$ cat config.mk
export PLATFORM = sky130hd
export DESIGN_NAME = pcm_sample_to_s16_converter_flat
export DESIGN_NICKNAME = d
export VERILOG_FILES = /design/src/rtl/pcms_pkg.sv /design/src/rtl/pcms_if.sv /design/src/rtl/pcm_sample_to_s16_converter.sv /design/src/rtl/pcms_decode.sv /design/src/rtl/pcms_scale.sv /design/src/rtl/pcms_round.sv /design/src/rtl/pcms_shift.sv /design/src/flat_wrapper.sv
export SDC_FILE = /design/constraint.sdc
export NUM_CORES = 1
export LEC_CHECK = 0
export CORE_MARGIN = 8
export CORE_UTILIZATION = 60
export CTS_BUF_LIST = sky130_fd_sc_hd__clkbuf_2
export DETAILED_ROUTE_END_ITERATION = 6
export DONT_BUFFER_PORTS = 1
export HOLD_SLACK_MARGIN = 0.03
export PLACE_DENSITY = 0.73
export SLEW_MARGIN = 30
export SYNTH_ARGS = -nofsm -noshare
export SYNTH_HDL_FRONTEND = slang
export SYNTH_HIERARCHICAL = 1
export SYNTH_SLANG_ARGS = --single-unit
$ cat constraint.sdc
create_clock -name clk -period 18.4 [get_ports clk]
set_input_delay 1.84 -clock clk [delete_from_list [all_inputs] [get_ports clk]]
set_output_delay 1.84 -clock clk [all_outputs]
set_load 0.01 [all_outputs]
$ cat src/rtl/pcms_pkg.sv
// Package with shared stage types and constants for the sample-to-PCM converter.
package pcms_pkg;

  localparam int unsigned RawW   = 64;
  localparam int unsigned PcmW   = 16;
  localparam int unsigned FmtW   = 2;
  localparam int unsigned MantW  = 53;
  localparam int unsigned ProdW  = 68;
  localparam int unsigned RndW   = 54;
  localparam int unsigned ShW    = 7;

  typedef enum logic [FmtW-1:0] {
    FMT_INT16 = 2'd0,
    FMT_INT32 = 2'd1,
    FMT_FLT32 = 2'd2,
    FMT_FLT64 = 2'd3
  } fmt_t;

  localparam logic [PcmW-1:0] PcmPosFull = 16'h7FFF;
  localparam logic [PcmW-1:0] PcmNegFull = 16'h8001;

  typedef struct packed {
    logic             direct;
    logic [PcmW-1:0]  dir_val;
    logic             neg;
    logic             dbl;
    logic [MantW-1:0] mant;
    logic [ShW-1:0]   sh;
  } dec_t;

  typedef struct packed {
    logic             direct;
    logic [PcmW-1:0]  dir_val;
    logic             neg;
    logic             dbl;
    logic [ProdW-1:0] prod;
    logic [ShW-1:0]   sh;
  } mul_t;

  typedef struct packed {
    logic             direct;
    logic [PcmW-1:0]  dir_val;
    logic             neg;
    logic [RndW-1:0]  rnd;
    logic [ShW-1:0]   sh;
  } rnd_t;

endpackage

$ cat src/rtl/pcms_if.sv
// Channel interfaces for the input, result and configuration ports.
interface pcms_in_if;
  logic                          valid;
  logic                          ready;
  logic [pcms_pkg::RawW-1:0]     raw_sample;
  modport source (output valid, output raw_sample, input ready);
  modport sink (input valid, input raw_sample, output ready);
endinterface

interface pcms_out_if;
  logic                          valid;
  logic                          ready;
  logic signed [pcms_pkg::PcmW-1:0] pcm_out;
  modport source (output valid, output pcm_out, input ready);
  modport sink (input valid, input pcm_out, output ready);
endinterface

interface pcms_cfg_if;
  logic                          valid;
  logic                          ready;
  logic [pcms_pkg::FmtW-1:0]     source_format;
  modport source (output valid, output source_format, input ready);
  modport sink (input valid, input source_format, output ready);
endinterface

$ cat src/rtl/pcm_sample_to_s16_converter.sv
// Top level of the sample-to-PCM converter: config register and four-stage pipeline.
// The block converts one raw sample word to a signed 16-bit PCM sample.
// The in channel carries the raw sample, right aligned; the out channel
// carries the converted sample. Both use a valid/ready handshake.
// The cfg channel writes the source format (int16, int32, float, double);
// it is always ready and must be written only while the pipeline is empty.
// Each item passes four register stages: decode, multiply by 32767,
// rounding to source precision, and shift with sign; the shift stage
// register drives the out channel.
// One item is accepted per cycle as long as the out channel takes results.
// When the receiver stalls with the output stage full, the whole pipeline
// holds, and the in channel stays ready only while the output stage is empty.
// Reset clears all valid bits and sets the source format to int16.
module pcm_sample_to_s16_converter (
  input  logic       clk,
  input  logic       rst_n,
  pcms_in_if.sink    in_ch,
  pcms_out_if.source out_ch,
  pcms_cfg_if.sink   cfg_ch
);

  pcms_pkg::fmt_t fmt_r;
  logic           adv;
  logic           v1;
  logic           v2;
  logic           v3;
  logic           v4;
  pcms_pkg::dec_t dec;
  pcms_pkg::mul_t mul;
  pcms_pkg::rnd_t rnd;
  logic [pcms_pkg::PcmW-1:0] pcm;

  assign cfg_ch.ready = 1'b1;

  always_ff @(posedge clk) begin
    if (!rst_n) begin
      fmt_r <= pcms_pkg::FMT_INT16;
    end else if (cfg_ch.valid) begin
      fmt_r <= pcms_pkg::fmt_t'(cfg_ch.source_format);
    end
  end

  assign adv         = !v4 || out_ch.ready;
  assign in_ch.ready = adv;

  pcms_decode u_decode (
    .clk      (clk),
    .rst_n    (rst_n),
    .en       (adv),
    .in_valid (in_ch.valid),
    .raw      (in_ch.raw_sample),
    .fmt      (fmt_r),
    .valid_r  (v1),
    .dec_r    (dec)
  );

  pcms_scale u_scale (
    .clk      (clk),
    .rst_n    (rst_n),
    .en       (adv),
    .in_valid (v1),
    .dec      (dec),
    .valid_r  (v2),
    .mul_r    (mul)
  );

  pcms_round u_round (
    .clk      (clk),
    .rst_n    (rst_n),
    .en       (adv),
    .in_valid (v2),
    .mul      (mul),
    .valid_r  (v3),
    .rnd_r    (rnd)
  );

  pcms_shift u_shift (
    .clk      (clk),
    .rst_n    (rst_n),
    .en       (adv),
    .in_valid (v3),
    .rnd      (rnd),
    .valid_r  (v4),
    .pcm_r    (pcm)
  );

  assign out_ch.valid   = v4;
  assign out_ch.pcm_out = pcm;

endmodule

$ cat src/rtl/pcms_decode.sv
// First stage: format decode, clamping, special values and mantissa extraction.
module pcms_decode (
  input  logic                       clk,
  input  logic                       rst_n,
  input  logic                       en,
  input  logic                       in_valid,
  input  logic [pcms_pkg::RawW-1:0]  raw,
  input  pcms_pkg::fmt_t             fmt,
  output logic                       valid_r,
  output pcms_pkg::dec_t             dec_r
);

  pcms_pkg::dec_t dec_nxt;
  logic [7:0]     fex;
  logic [10:0]    dex;
  logic [22:0]    ffr;
  logic [51:0]    dfr;

  always_comb begin
    fex = raw[30:23];
    ffr = raw[22:0];
    dex = raw[62:52];
    dfr = raw[51:0];
    dec_nxt = '0;
    unique case (fmt)
      pcms_pkg::FMT_INT16: begin
        dec_nxt.direct  = 1'b1;
        dec_nxt.dir_val = raw[15:0];
      end
      pcms_pkg::FMT_INT32: begin
        dec_nxt.direct  = 1'b1;
        dec_nxt.dir_val = raw[31:16];
      end
      pcms_pkg::FMT_FLT32: begin
        dec_nxt.neg = raw[31];
        if (fex == 8'd255 && ffr != '0) begin
          dec_nxt.direct  = 1'b1;
          dec_nxt.dir_val = pcms_pkg::PcmPosFull;
        end else if (fex >= 8'd127) begin
          dec_nxt.direct  = 1'b1;
          dec_nxt.dir_val = raw[31] ? pcms_pkg::PcmNegFull : pcms_pkg::PcmPosFull;
        end else if (fex < 8'd111) begin
          dec_nxt.direct  = 1'b1;
          dec_nxt.dir_val = '0;
        end else begin
          dec_nxt.mant = {29'd0, 1'b1, ffr};
          dec_nxt.sh   = 7'(8'd150 - fex);
        end
      end
      default: begin
        dec_nxt.neg = raw[63];
        dec_nxt.dbl = 1'b1;
        if (dex == 11'd2047 && dfr != '0) begin
          dec_nxt.direct  = 1'b1;
          dec_nxt.dir_val = pcms_pkg::PcmPosFull;
        end else if (dex >= 11'd1023) begin
          dec_nxt.direct  = 1'b1;
          dec_nxt.dir_val = raw[63] ? pcms_pkg::PcmNegFull : pcms_pkg::PcmPosFull;
        end else if (dex < 11'd1007) begin
          dec_nxt.direct  = 1'b1;
          dec_nxt.dir_val = '0;
        end else begin
          dec_nxt.mant = {1'b1, dfr};
          dec_nxt.sh   = 7'(11'd1075 - dex);
        end
      end
    endcase
  end

  always_ff @(posedge clk) begin
    if (!rst_n) begin
      valid_r <= 1'b0;
    end else if (en) begin
      valid_r <= in_valid;
    end
  end

  always_ff @(posedge clk) begin
    if (en) begin
      dec_r <= dec_nxt;
    end
  end

endmodule

$ cat src/rtl/pcms_scale.sv
// Second stage: exact product of the mantissa with 32767.
module pcms_scale (
  input  logic           clk,
  input  logic           rst_n,
  input  logic           en,
  input  logic           in_valid,
  input  pcms_pkg::dec_t dec,
  output logic           valid_r,
  output pcms_pkg::mul_t mul_r
);

  pcms_pkg::mul_t mul_nxt;

  always_comb begin
    mul_nxt.direct  = dec.direct;
    mul_nxt.dir_val = dec.dir_val;
    mul_nxt.neg     = dec.neg;
    mul_nxt.dbl     = dec.dbl;
    mul_nxt.sh      = dec.sh;
    mul_nxt.prod    = {dec.mant, 15'd0} - {15'd0, dec.mant};
  end

  always_ff @(posedge clk) begin
    if (!rst_n) begin
      valid_r <= 1'b0;
    end else if (en) begin
      valid_r <= in_valid;
    end
  end

  always_ff @(posedge clk) begin
    if (en) begin
      mul_r <= mul_nxt;
    end
  end

endmodule

$ cat src/rtl/pcms_round.sv
// Third stage: rounds the product to source precision, nearest even.
module pcms_round (
  input  logic           clk,
  input  logic           rst_n,
  input  logic           en,
  input  logic           in_valid,
  input  pcms_pkg::mul_t mul,
  output logic           valid_r,
  output pcms_pkg::rnd_t rnd_r
);

  pcms_pkg::rnd_t         rnd_nxt;
  logic                   hi;
  logic                   lsb;
  logic                   grd;
  logic                   stk;
  logic [pcms_pkg::RndW-1:0] kept;

  always_comb begin
    hi = mul.dbl ? mul.prod[67] : mul.prod[38];
    if (hi) begin
      kept = {1'b0, mul.prod[67:15]};
      lsb  = mul.prod[15];
      grd  = mul.prod[14];
      stk  = |mul.prod[13:0];
    end else begin
      kept = mul.prod[67:14];
      lsb  = mul.prod[14];
      grd  = mul.prod[13];
      stk  = |mul.prod[12:0];
    end
    rnd_nxt.direct  = mul.direct;
    rnd_nxt.dir_val = mul.dir_val;
    rnd_nxt.neg     = mul.neg;
    rnd_nxt.rnd     = kept + {53'd0, grd & (stk | lsb)};
    rnd_nxt.sh      = mul.sh - (hi ? 7'd15 : 7'd14);
  end

  always_ff @(posedge clk) begin
    if (!rst_n) begin
      valid_r <= 1'b0;
    end else if (en) begin
      valid_r <= in_valid;
    end
  end

  always_ff @(posedge clk) begin
    if (en) begin
      rnd_r <= rnd_nxt;
    end
  end

endmodule

$ cat src/rtl/pcms_shift.sv
// Fourth stage: truncating shift, sign and output register.
module pcms_shift (
  input  logic                          clk,
  input  logic                          rst_n,
  input  logic                          en,
  input  logic                          in_valid,
  input  pcms_pkg::rnd_t                rnd,
  output logic                          valid_r,
  output logic [pcms_pkg::PcmW-1:0]     pcm_r
);

  logic [pcms_pkg::RndW-1:0] shifted;
  logic [pcms_pkg::PcmW-1:0] mag;
  logic [pcms_pkg::PcmW-1:0] pcm_nxt;

  always_comb begin
    shifted = rnd.rnd >> rnd.sh;
    mag     = shifted[pcms_pkg::PcmW-1:0];
    if (rnd.direct) begin
      pcm_nxt = rnd.dir_val;
    end else begin
      pcm_nxt = rnd.neg ? (~mag + 16'd1) : mag;
    end
  end

  always_ff @(posedge clk) begin
    if (!rst_n) begin
      valid_r <= 1'b0;
    end else if (en) begin
      valid_r <= in_valid;
    end
  end

  always_ff @(posedge clk) begin
    if (en) begin
      pcm_r <= pcm_nxt;
    end
  end

endmodule
$ cat src/flat_wrapper.sv
// flat-port wrapper written by rule: the top's interface ports become plain ports
module pcm_sample_to_s16_converter_flat 
  (clk, rst_n, in_ch_valid, in_ch_raw_sample, in_ch_ready, out_ch_valid, out_ch_pcm_out, out_ch_ready, cfg_ch_valid, cfg_ch_source_format, cfg_ch_ready);
  pcms_in_if in_ch_i ();
  pcms_out_if out_ch_i ();
  pcms_cfg_if cfg_ch_i ();
  input  logic clk;
  input  logic rst_n;
  input wire logic [$bits(in_ch_i.valid)-1:0] in_ch_valid;
  input wire logic [$bits(in_ch_i.raw_sample)-1:0] in_ch_raw_sample;
  output wire logic [$bits(in_ch_i.ready)-1:0] in_ch_ready;
  output wire logic [$bits(out_ch_i.valid)-1:0] out_ch_valid;
  output wire logic [$bits(out_ch_i.pcm_out)-1:0] out_ch_pcm_out;
  input wire logic [$bits(out_ch_i.ready)-1:0] out_ch_ready;
  input wire logic [$bits(cfg_ch_i.valid)-1:0] cfg_ch_valid;
  input wire logic [$bits(cfg_ch_i.source_format)-1:0] cfg_ch_source_format;
  output wire logic [$bits(cfg_ch_i.ready)-1:0] cfg_ch_ready;
  assign in_ch_i.valid = in_ch_valid;
  assign in_ch_i.raw_sample = in_ch_raw_sample;
  assign in_ch_ready = in_ch_i.ready;
  assign out_ch_valid = out_ch_i.valid;
  assign out_ch_pcm_out = out_ch_i.pcm_out;
  assign out_ch_i.ready = out_ch_ready;
  assign cfg_ch_i.valid = cfg_ch_valid;
  assign cfg_ch_i.source_format = cfg_ch_source_format;
  assign cfg_ch_ready = cfg_ch_i.ready;
  pcm_sample_to_s16_converter u_core (.clk(clk), .rst_n(rst_n), .in_ch(in_ch_i), .out_ch(out_ch_i), .cfg_ch(cfg_ch_i));
endmodule
# After elaboration in Yosys (flattened, before gate mapping)
# Index checks and enable logic that the tools add are counted.
[op_classes]
n_addsub = 6
magnitude_cmp = 4
n_eq_ne = 4
shift = 1
mux = 26
n_bitwise = 3
reduce_logical = 11
[op_table]
columns = ["op", "count"]
rows = [
  ["$mux W60", 3],
  ["$pmux W60 S2", 1],
  ["$mux W17", 6],
  ["$mux W31", 3],
  ["$sub A68 B53 Y68", 1],
  ["$mux W16", 4],
  ["$add A54 B1 Y54", 1],
  ["$mux W54", 1],
  ["$shr A54 B7 Y16", 1],
  ["$reduce_bool A52 Y1", 1],
  ["$pmux W17 S3", 1],
  ["$reduce_bool A23 Y1", 1],
  ["$add A16 B1 Y16 const B", 1],
  ["$not A16 Y16", 1],
  ["$reduce_or A14 Y1", 1],
  ["$reduce_or A13 Y1", 1],
  ["$eq A11 B11 Y1 const B", 1],
  ["$ge A11 B10 Y1 const B", 1],
  ["$lt A11 B10 Y1 const B", 1],
  ["$eq A8 B8 Y1 const B", 1],
  ["$ge A8 B7 Y1 const B", 1],
  ["$lt A8 B7 Y1 const B", 1],
  ["$sub A5 B7 Y7 const A", 1],
  ["$sub A6 B7 Y7 const A", 1],
  ["other kinds (13)", 19],
]
[word_totals]
register_bits = 274
input_bits = 71
out_inout_bits = 19

# Longest topological paths before layout
# Gate-level depths: netlist of run 1.
[depth]
ltp_word = 5
depth_mapped = 17

# By module
# Netlist of run 1, hierarchy kept.
[modules_own_cells]
columns = ["module", "instances", "cells_per_inst", "area_per_inst_um2"]
rows = [
  ["pcms_scale", 1, 555, 5895.7],
  ["pcms_round", 1, 524, 5300.1],
  ["pcms_shift", 1, 446, 4245.3],
  ["pcms_decode", 1, 263, 3608.5],
  ["pcm_sample_to_s16_converter", 1, 9, 90.1],
]

# Least setup slack after synthesis of run 1
# Ideal clock, no wire load.
[synth_timing]
kind = "input -> output"
startpoint = "input port out_ch_ready"
endpoint = "output port in_ch_ready"
arrival_ps = 8456
required_ps = 16560
slack_ps = 8104
stages = 1
cell_sequence = "nand2b_1"
[synth_between]
elab_chain_cells = 1
[synth_rtl]
columns = ["item", "line", "source"]
rows = [
  ["start: declaration", "flat_wrapper.sv:14", "input wire logic [$bits(out_ch_i.ready)-1:0] out_ch_ready;"],
  ["$logic_or A1 B1 Y1", "pcm_sample_to_s16_converter.sv:43", "assign adv = !v4 || out_ch.ready;"],
  ["end: declaration", "flat_wrapper.sv:11", "output wire logic [$bits(in_ch_i.ready)-1:0] in_ch_ready;"],
]
# No other way between the ends.

# Worst setup path after layout of run 1
[layout_timing]
startpoint = "register u_core/u_round/rnd_r[0] (netlist bit)"
endpoint = "register u_core/u_shift/pcm_r[12] (netlist bit) (data pin)"
[layout_between]
elab_chain_cells = 5
[layout_rtl]
columns = ["item", "line", "source"]
rows = [
  ["start: declaration", "pcms_round.sv:9", "output pcms_pkg::rnd_t rnd_r"],
  ["start signal: assignment", "pcms_round.sv:49", "rnd_r <= rnd_nxt;"],
  ["$shr A54 B7 Y16 *", "pcms_shift.sv:17", "shifted = rnd.rnd >> rnd.sh;"],
  ["$not A16 Y16", "pcms_shift.sv:22", "pcm_nxt = rnd.neg ? (~mag + 16'd1) : mag;"],
  ["$add A16 B1 Y16", "pcms_shift.sv:22", ""],
  ["$mux W16 *", "pcms_shift.sv:22", ""],
  ["$mux W16 *", "pcms_shift.sv:19", "if (rnd.direct) begin"],
  ["net u_core.u_shift.pcm_nxt (one bit)", "pcms_shift.sv:14", "logic [pcms_pkg::PcmW-1:0] pcm_nxt;"],
  ["end signal: assignment", "pcms_shift.sv:36", "pcm_r <= pcm_nxt;"],
  ["end: declaration", "pcms_shift.sv:9", "output logic [pcms_pkg::PcmW-1:0] pcm_r"],
]
# Mark *: on every way through the listed nets, which the timed path passes. The rest lies on a longest branch.
# A chain may end at the register's enable or synchronous reset.

==> results.md, run 1 <==
- Iteration-0 DRC count of the detailed router: about 1400
- Cell type of the slowest stage on the worst timing path: buf_4
- Overall die area: ~38000 um^2
- Post-route clock period utilization: 24.1%
- Most common cell after layout, fill and taps aside: edfxtp_1
- Wire length of the first global-routing pass: between 70000 and 80000 um
- Register bit total from synthesis: roughly 270
- Final weighted congestion of routability-driven global placement: a little over 1
- Minimum clock period: roughly 4400 ps
- Layout area overhead: 3.83%
- Worst supply voltage drop on vdd: 108 uV
- Combined area of all synthesized cells: 19100 um^2
- Proportion of register bits with asynchronous set or reset after synthesis: 0%
- Post-Place Setup Slack: between 10000 and 15000 ps
- Total power: 2.36 mW
- Arrival time of data at the critical path endpoint: just over 5000 ps
- Syn nets: 1916
- Number of sinks on the clock net: about 270
- Startpoint types: register
- Maximum fanout encountered on the critical timing path: 58
- Hold Path Sink: u_core/u_scale/mul_r[6]
- Chip Width: slightly below 200 um
- Top achievable clock speed: roughly 230 MHz
- Placeable core region: between 30000 and 40000 um^2
- Final-layout setup total negative slack: 0 ps
- Number of cells produced by synthesis: about 1800
- Total of endpoints with negative setup slack in the final report: 0
- Class of the most critical setup path: reg2reg
- Buffers from clock root to sink, at most: 3
- Transition at the pin with the smallest max-transition slack: approximately 960 ps
- R2R cell count: 10
- Data required time of the critical path: roughly 19000 ps
- Average size of a mapped cell: between 10 and 15 um^2
- Static leakage: 7.85 nW
- Total number of yosys warnings: 6
- Number of flops mapped to enable cells by yosys: between 200 and 300
- Commonest cells after routing, fill and taps aside: 268 x edfxtp_1, 174 x nand2_1, 102 x nor2_1
- Sequential share of the synthesized area: approximately 43%
- Status: finished clean
- Share of post-route cells with drive strength above 1: a little over an eighth
- CTS hold repair buffers: 0
- Largest stage delay, worst path: around 780 ps
- Remaining max-slew budget at the tightest pin: 35.4%
- Library cells used by synthesis: around 110
- Grt total ovfl: 0
- Post-Layout Inst Area: roughly 20000 um^2
- Number of pins exceeding their max-slew limit in the final report: 0
- Overall fraction of global-route tracks in use: 26.1%
- Setup fix buffers added after clock tree synthesis: 0
- Setup WS post-layout: roughly 14000 ps
- Wire length after detailed routing: ~50000 um
- Destination of the worst register-to-register timing path: u_core/u_shift/pcm_r[12]
- Min-Delay Path Depth: 0
- Register-to-register setup slack: between 10000 and 15000 ps
- Worst skew pair latency: 840 ps
- Vias per cell: 6.54
- Port bufs: 0
- Clock root cell: clkbuf_2
- Max Clock Skew: 59.1 ps
- Routed length per instance: 22.8 um
- Post-cts resize count: 0
- DR pass1 iterations: 6
- Final Hold Vio Count: 0
- Max cap viols: 0
- Most used cell, CP: mux4_2
- Min-delay src: u_core/u_decode/dec_r[6]
- Number of H-tree branching levels: 3
- Count of unresolved DRC violations after routing: 0
- Antenna violations before repair: 2
- Crit path capture type: register
- Total CTS buffers: between 60 and 70
- Detailed placement HPWL: about 40000 um
- Post-layout util: a little over three fifths
- Via count of the first global-routing pass: about 14000
- Routed vias: 14600
- Launch point of the worst reg-to-reg path: u_core/u_round/rnd_r[0]
- Sequence of cells on the critical path: buf_4, mux4_2, mux4_2, o21ai_0, a211o_1, ha_1, nor3b_2, a41oi_1, xnor2_1, mux2_2
- Clock slew at the register clock pins of the worst setup and hold paths: about 110 ps
- CTS tree: done
- Unrepaired setup endpoints after global routing: false
- Placement Rows: 65
- Total I/O pin count: 90
- Number of antenna-violating nets in the routed design: 0
- Total cell area at the placement stage: between 15000 and 20000 um^2
- Die Y: roughly 200 um
- Path class of the lowest-slack min-delay path: reg2reg
- Initial Util: 60.8%
- Maximum number of pins on one net before global-route repair: 80
- NumNets Final: approximately 1900
- Power per cell area: approximately 120 nW/um^2
- Most used DFF post-synth: edfxtp_1
-- sequential cells by signal, summed over array words and instances, names as in the netlist --
register	flops
u_core/u_scale/valid_r	1
u_core/u_shift/pcm_r	16
u_core/u_round/rnd_r	79
u_core/u_shift/valid_r	1
u_core/u_scale/mul_r	94
u_core/u_decode/dec_r	79
u_core/fmt_r	2
u_core/u_round/valid_r	1
u_core/u_decode/valid_r	1
-- metrics by stage --
stage	cells	hold WS (ps)
global placement	2112	403
finish	2230	416
global route	2230	418
floorplan	1797	400
detailed placement	2112	405
CTS	2227	404
-- power by group --
| group | internal [mW] | switching [mW] |
|---|---|---|
| clock | 0.176 | 0.236 |
| sequential | 0.850 | 0.193 |
| combinational | 0.416 | 0.491 |
| total | 1.44 | 0.920 |
-- cell type report --
type	instances	area, um^2
Fill cell	2564	11600
Inverter	78	293
Tap cell	402	503
Multi-Input combinational cell	1348	10200
Sequential cell	274	8170
Antenna cell	2	5.00
Clock inverter	27	208
Clock buffer	88	440
Timing Repair Buffer	11	103
-- synth_stat cells (all sizes together) (5+ instances only) --
master | instances | share of area (%)
and2 | 70 | 2.3
dfxtp | 6 | 0.63
o31ai | 9 | 0.35
nor4 | 26 | 0.93
nand2 | 176 | 3.5
clkbuf | 46 | 0.90
inv | 77 | 1.5
nor2b | 22 | 0.72
o221ai | 8 | 0.40
a211o | 5 | 0.23
a2111oi | 7 | 0.65
nor2 | 102 | 2.0
nand2b | 9 | 0.29
buf | 51 | 1.9
a21boi | 12 | 0.47
and3 | 25 | 0.82
xnor2 | 87 | 4.0
mux2 | 29 | 1.7
or3 | 8 | 0.29
mux2i | 97 | 5.1
a21o | 23 | 0.90
nand3 | 56 | 1.5
and4 | 11 | 0.50
edfxtp | 268 | 42
or2 | 5 | 0.16
a221oi | 7 | 0.32
o21ai | 78 | 2.1
xor2 | 65 | 3.0
nand4 | 43 | 1.5
o22ai | 13 | 0.42
o21bai | 9 | 0.35
a211oi | 20 | 0.86
a31oi | 10 | 0.33
nor3 | 35 | 1.2
ha | 48 | 3.1
a21oi | 95 | 2.5
mux4 | 52 | 6.1
nor3b | 5 | 0.22
o211ai | 7 | 0.30
a22oi | 9 | 0.38
-- layer usage --
layer	track usage [%]	vias up	wire, um
li1	-	6784	-
met1	33.8	6899	20800
met2	40.6	767	23100
met3	5.27	135	4090
met4	14.5	0	2720
met5	0	-	0
-- kinds of logic after synthesis --
group	Yosys count	share of synthesized area (%)
AO/OA/AOI/OAI	354	12.7
XOR/XNOR	152	6.96
adder cells (fa/ha/maj)	48	3.14
buffers and inverters	175	4.31
flip-flops	274	42.7
multiplexers	178	13.0
other	1	0.0196
AND/OR/NAND/NOR	615	17.2
-- how the worst max path moves through the flow --
stage	start	endpoint	slack, ps	cells after the start
2_1_floorplan	out_ch_ready	in_ch_ready	8100	1
4_1_cts	u_core/u_round/rnd_r[0]	u_core/u_shift/pcm_r[12]	13970	10
3_5_place_dp	out_ch_ready	u_core/u_scale/mul_r[88]	13780	3
5_1_grt	u_core/u_scale/mul_r[45]	u_core/u_round/rnd_r[55]	13560	12
3_3_place_gp	out_ch_ready	u_core/u_scale/mul_r[81]	13850	3
6_report	u_core/u_round/rnd_r[0]	u_core/u_shift/pcm_r[12]	13970	10
-- worst max-delay path, delay by kind of cell (launching register included) --
| kind | cells | cell delay, ps |
|---|---|---|
| compound gates | 3 | 600 |
| xor+xnor | 1 | 170 |
| fa+ha+maj | 1 | 210 |
| buf+inv | 1 | 780 |
| flops | 1 | 640 |
| mux | 3 | 1390 |
| simple gates | 1 | 370 |
Power figures use the tool's default switching activity.
==> run 2: changes to the inputs <==
--- a/config.mk
+++ b/config.mk
@@ -5,6 +5,7 @@
 export SDC_FILE = /design/constraint.sdc
 export NUM_CORES = 1
 export LEC_CHECK = 0
+export ABC_AREA = 1
 export CORE_MARGIN = 8
 export CORE_UTILIZATION = 60
 export CTS_BUF_LIST = sky130_fd_sc_hd__clkbuf_2
==> constraint.sdc (replaced) <==
create_clock -name clk -period 4.1 [get_ports clk]
set_input_delay 0.41 -clock clk [delete_from_list [all_inputs] [get_ports clk]]
set_output_delay 0.41 -clock clk [all_outputs]
set_load 0.01 [all_outputs]
==> results.md, run 2 <==
- Crit path capture type: register
- Critical path buffers and inverters: 2 (+1)
- Main combinational cell family by area after synthesis: simple AND/OR/NAND/NOR gates
- Number of cells produced by synthesis: 3241 (+80%)
- Top cells by instance count after synthesis: 1239 x nand2_1, 430 x inv_1, 351 x nand3_1
- NumNets Final: 3461 (+82%)
- Post-route clock period utilization: 82.6% (+59 points)
- Buffers from clock root to sink, at most: 3 (unchanged)
- Placeable core region: 36300 um^2 (+15%)
- Non-Filler Instances: 3856 (+73%)
- Total number of yosys warnings: 6 (unchanged)
- Detailed placement HPWL: 57200 um (+47%)
- CP startpoint: u_core/u_scale/mul_r[75]
- Number of placed instances, taps included: 3646 (+73%)
- Wire length after detailed routing: 74800 um (+47%)
- Top register by number of flip-flops: u_core/u_scale/mul_r
- Biggest regs: u_core/u_scale/mul_r: 94 flops, u_core/u_decode/dec_r: 79 flops, u_core/u_round/rnd_r: 79 flops
- Number of pins exceeding their max-slew limit in the final report: 0 (unchanged)
- Minimum clock period: 3390 ps (-1040 ps)
- Total CTS buffers: 70 (+4.5%)
- Compound-gate portion of the synthesized area: 4.18% (-8.5 points)
- Synth Area in XOR/XNOR: 3.37% (-3.6 points)
- Unrepaired setup endpoints after global routing: false
- Iteration-0 DRC count of the detailed router: 2835 (+110%)
- Max cap viols: 0 (unchanged)
- Worst supply voltage drop on vdd: 248 uV (+130%)
- R2R cell count: 12 (+2)
- Layout area overhead: 8.37%
- Path class of the lowest-slack min-delay path: in2reg
- Sequential cell area: 8170 um^2 (unchanged)
- DR pass1 iterations: 7 (+1)
- Register bit total from synthesis: 274 (unchanged)
- Arrival time of data at the critical path endpoint: 3990 ps (-1040 ps)
- Proportion of register bits with asynchronous set or reset after synthesis: 0% (unchanged)
- Final-layout setup total negative slack: 0 ps (unchanged)
- Post-cts resize count: 0 (unchanged)
- Violated checks: DRC
- Cell taking the most area after synthesis: edfxtp_1
- Proportion of synthesized area in mux cells: 0% (-13 points)
- Largest stage delay, worst path: 520 ps (-260 ps)
- Destination of the worst register-to-register timing path: u_core/u_round/rnd_r[30]
- Routed vias: 22300 (+53%)
- Yosys top cell area share: 36.9% (-5.2 points)
- Overall fraction of global-route tracks in use: 35.0% (+9.0 points)
- Launch point of the worst reg-to-reg path: u_core/u_scale/mul_r[75]
- Clock slew at the register clock pins of the worst setup and hold paths: 120 ps (about the same)
- Vias per cell: 5.79 (-12%)
- Most used DFF post-synth: edfxtp_1
- Status: finished with violations
- Worst skew pair latency: 940 ps (+100 ps)
- Total I/O pin count: 90 (unchanged)
- Placement Rows: 70 (+7.7%)
- Number of H-tree branching levels: 3 (unchanged)
- Number of antenna-violating nets in the routed design: 0 (unchanged)
- Area of the multi-input gates: 11500 um^2 (+13%)
- Total of endpoints with negative setup slack in the final report: 0 (unchanged)
- Transition at the pin with the smallest max-transition slack: 890 ps (-70.4 ps)
- Number of sinks on the clock net: 274 (unchanged)
- Clock root cell: clkbuf_2
- Maximum number of pins on one net before global-route repair: 106 (+33%)
- Worst Setup EP: u_core/u_round/rnd_r[30]
- Average size of a mapped cell: 6.74 um^2 (-37%)
- Final Hold Vio Count: 0 (unchanged)
- Most used cell, CP: nand2_1
- Synthesized-area fraction occupied by adder cells: 2.75% (-0.39 points)
- Sequence of cells on the critical path: inv_2, nand2_4, nand2_2, buf_12, nand2_1, nand2_1, nand2_1, nor2_1, nand2_1, nor2_1, nand2_1, xor2_1
- Startpoint types: register
- Syn nets: 3360 (+75%)
- Min-Delay Path Depth: 3 (+3)
- Most common cell in the synthesized netlist: nand2_1
- Final weighted congestion of routability-driven global placement: 1.10 (+6.9%)
- Class of the most critical setup path: reg2reg
- Cell count along the critical path: 12 (+2)
- Chip Width: 207 um (+6.3%)
- Maximum fanout encountered on the critical timing path: 57 (-1.7%)
- Share of post-route cells with drive strength above 1: 8.56% (-4.5 points)
- Max reg flops: 94 (unchanged)
- Largest cells by area after synthesis: edfxtp_1 37%, nand2_1 21%, nand3_1 8.0%
- Grt total ovfl: 0 (unchanged)
- Power per cell area: 641 nW/um^2 (+440%)
- Routed length per instance: 19.4 um (-15%)
- Wire length of the first global-routing pass: 115000 um (+46%)
- Commonest cells after routing, fill and taps aside: 1238 x nand2_1, 430 x inv_1, 351 x nand3_1
- Via count of the first global-routing pass: 21000 (+49%)
- Data required time of the critical path: 4710 ps (-14290 ps)
- Count of unresolved DRC violations after routing: 6 (+6)
- Simple-gate share of the synthesized area: 42.1% (+25 points)
- Combined area of all synthesized cells: 21800 um^2 (+14%)
- Die Y: 207 um (+6.3%)
- Critical path's top delay family: simple AND/OR/NAND/NOR gates
- Most common cell after layout, fill and taps aside: nand2_1
- Overall die area: 42800 um^2 (+13%)
- CTS tree: done
- Initial Util: 60.2% (-0.59 points)
- Sequential share of the synthesized area: 37.4% (-5.3 points)
- Static leakage: 12.1 nW (+54%)
- Max Clock Skew: 146 ps (+86.5 ps)
- Antenna violations before repair: 2 (unchanged)
- Total of fill cells in the finished design: 3212 (+25%)
- Library cells used by synthesis: 49 (-56%)
- Top achievable clock speed: 295 MHz (+31%)
- Port bufs: 0 (unchanged)
- Register-to-register setup slack: 710 ps (-13260 ps)
- Cell type of the slowest stage on the worst timing path: xor2_1
- Remaining max-slew budget at the tightest pin: 40.7% (+5.3 points)
- Number of flops mapped to enable cells by yosys: 268 (unchanged)
run 2: cell types whose count changed in the layout (fill, tap and decap cells not counted), sizes merged, moves of 23 or more:
cell / before / now
a21o: 23 / 0
a21oi: 95 / 65
and2: 70 / 1
dlygate4sd3: 0 / 92
inv: 78 / 461
mux2: 29 / 0
mux2i: 97 / 0
mux4: 52 / 0
nand2: 176 / 1286
nand3: 56 / 362
nor2: 102 / 412
xnor2: 87 / 16
run 2: how the worst min path moves through the flow:
| stage | startpoint | slack, ps | end |
|---|---|---|---|
| 2_1_floorplan | u_core/u_scale/mul_r[76] | 400 | u_core/u_round/rnd_r[61] |
| 5_1_grt | in_ch_valid | 100 | u_core/u_decode/valid_r |
| 4_1_cts | in_ch_raw_sample[52] | 30 | u_core/u_decode/dec_r[62] |
| 6_report | in_ch_valid | 190 | u_core/u_decode/valid_r |
| 3_3_place_gp | u_core/u_scale/mul_r[93] | 400 | u_core/u_round/rnd_r[78] |
| 3_5_place_dp | u_core/u_scale/mul_r[83] | 400 | u_core/u_round/rnd_r[68] |
run 2: metal layers:
layer	GRT usage [%]	up-vias	routed length [um]
li1	-	10500	-
met1	43.6	10100	28200
met2	55.6	1388	33700
met3	7.57	291	7870
met4	21.1	2	5000
met5	0	-	12
run 2: layout make-up:
type                       count  area share (%)
sequential                   274            34.5
timing repair buffer         108            4.50
inverter                     461            7.35
clock inverter                29           0.825
clock buffer                  88            1.86
tap                          468            2.47
antenna                        1          0.0106
multi-input combinational   2427            48.5
run 2: what timing repair did:
action	CTS	global route
hold endpoints to repair	83	0
setup buffers	0	0
hold buffers	92	0
run 2: per-stage QoR:
step                util [%]  power, mW  hold WS [ps]  instance area [um^2]  setup WS, ps
floorplan                  -       10.5           400                 21800          1310
global placement        61.0       12.8           403                 22100           944
detailed placement      61.0       12.9           405                 22100           822
CTS                     65.3       14.9          33.9                 23700           855
global route            65.3       16.2           103                 23700           551
finish                  65.3       15.2           193                 23700           714
run 2: power breakdown:
group	leakage [nW]	switching (mW)	total, mW	internal, mW
sequential	2.99	0.674	4.76	4.09
combinational	8.67	6.13	8.52	2.39
clock	0.470	1.13	1.87	0.740
run 2: worst reg2reg max path, delay by kind of cell, from the launching register on:
family	cells	cell delay, ps
xor gates and xnor gates	1	520
buffers and inverters	2	420
DFF	1	480
and+or+nand+nor	9	1750
run 2: cells by family (layout without fill, tap and decap cells):
logic type	Yosys count	count (layout)
flip-flops	274	274
buffers and inverters	540	686
other	1	2
AO/OA/AOI/OAI	162	162
AND/OR/NAND/NOR	2132	2132
adder cells (fa/ha/maj)	48	48
XOR/XNOR	84	84
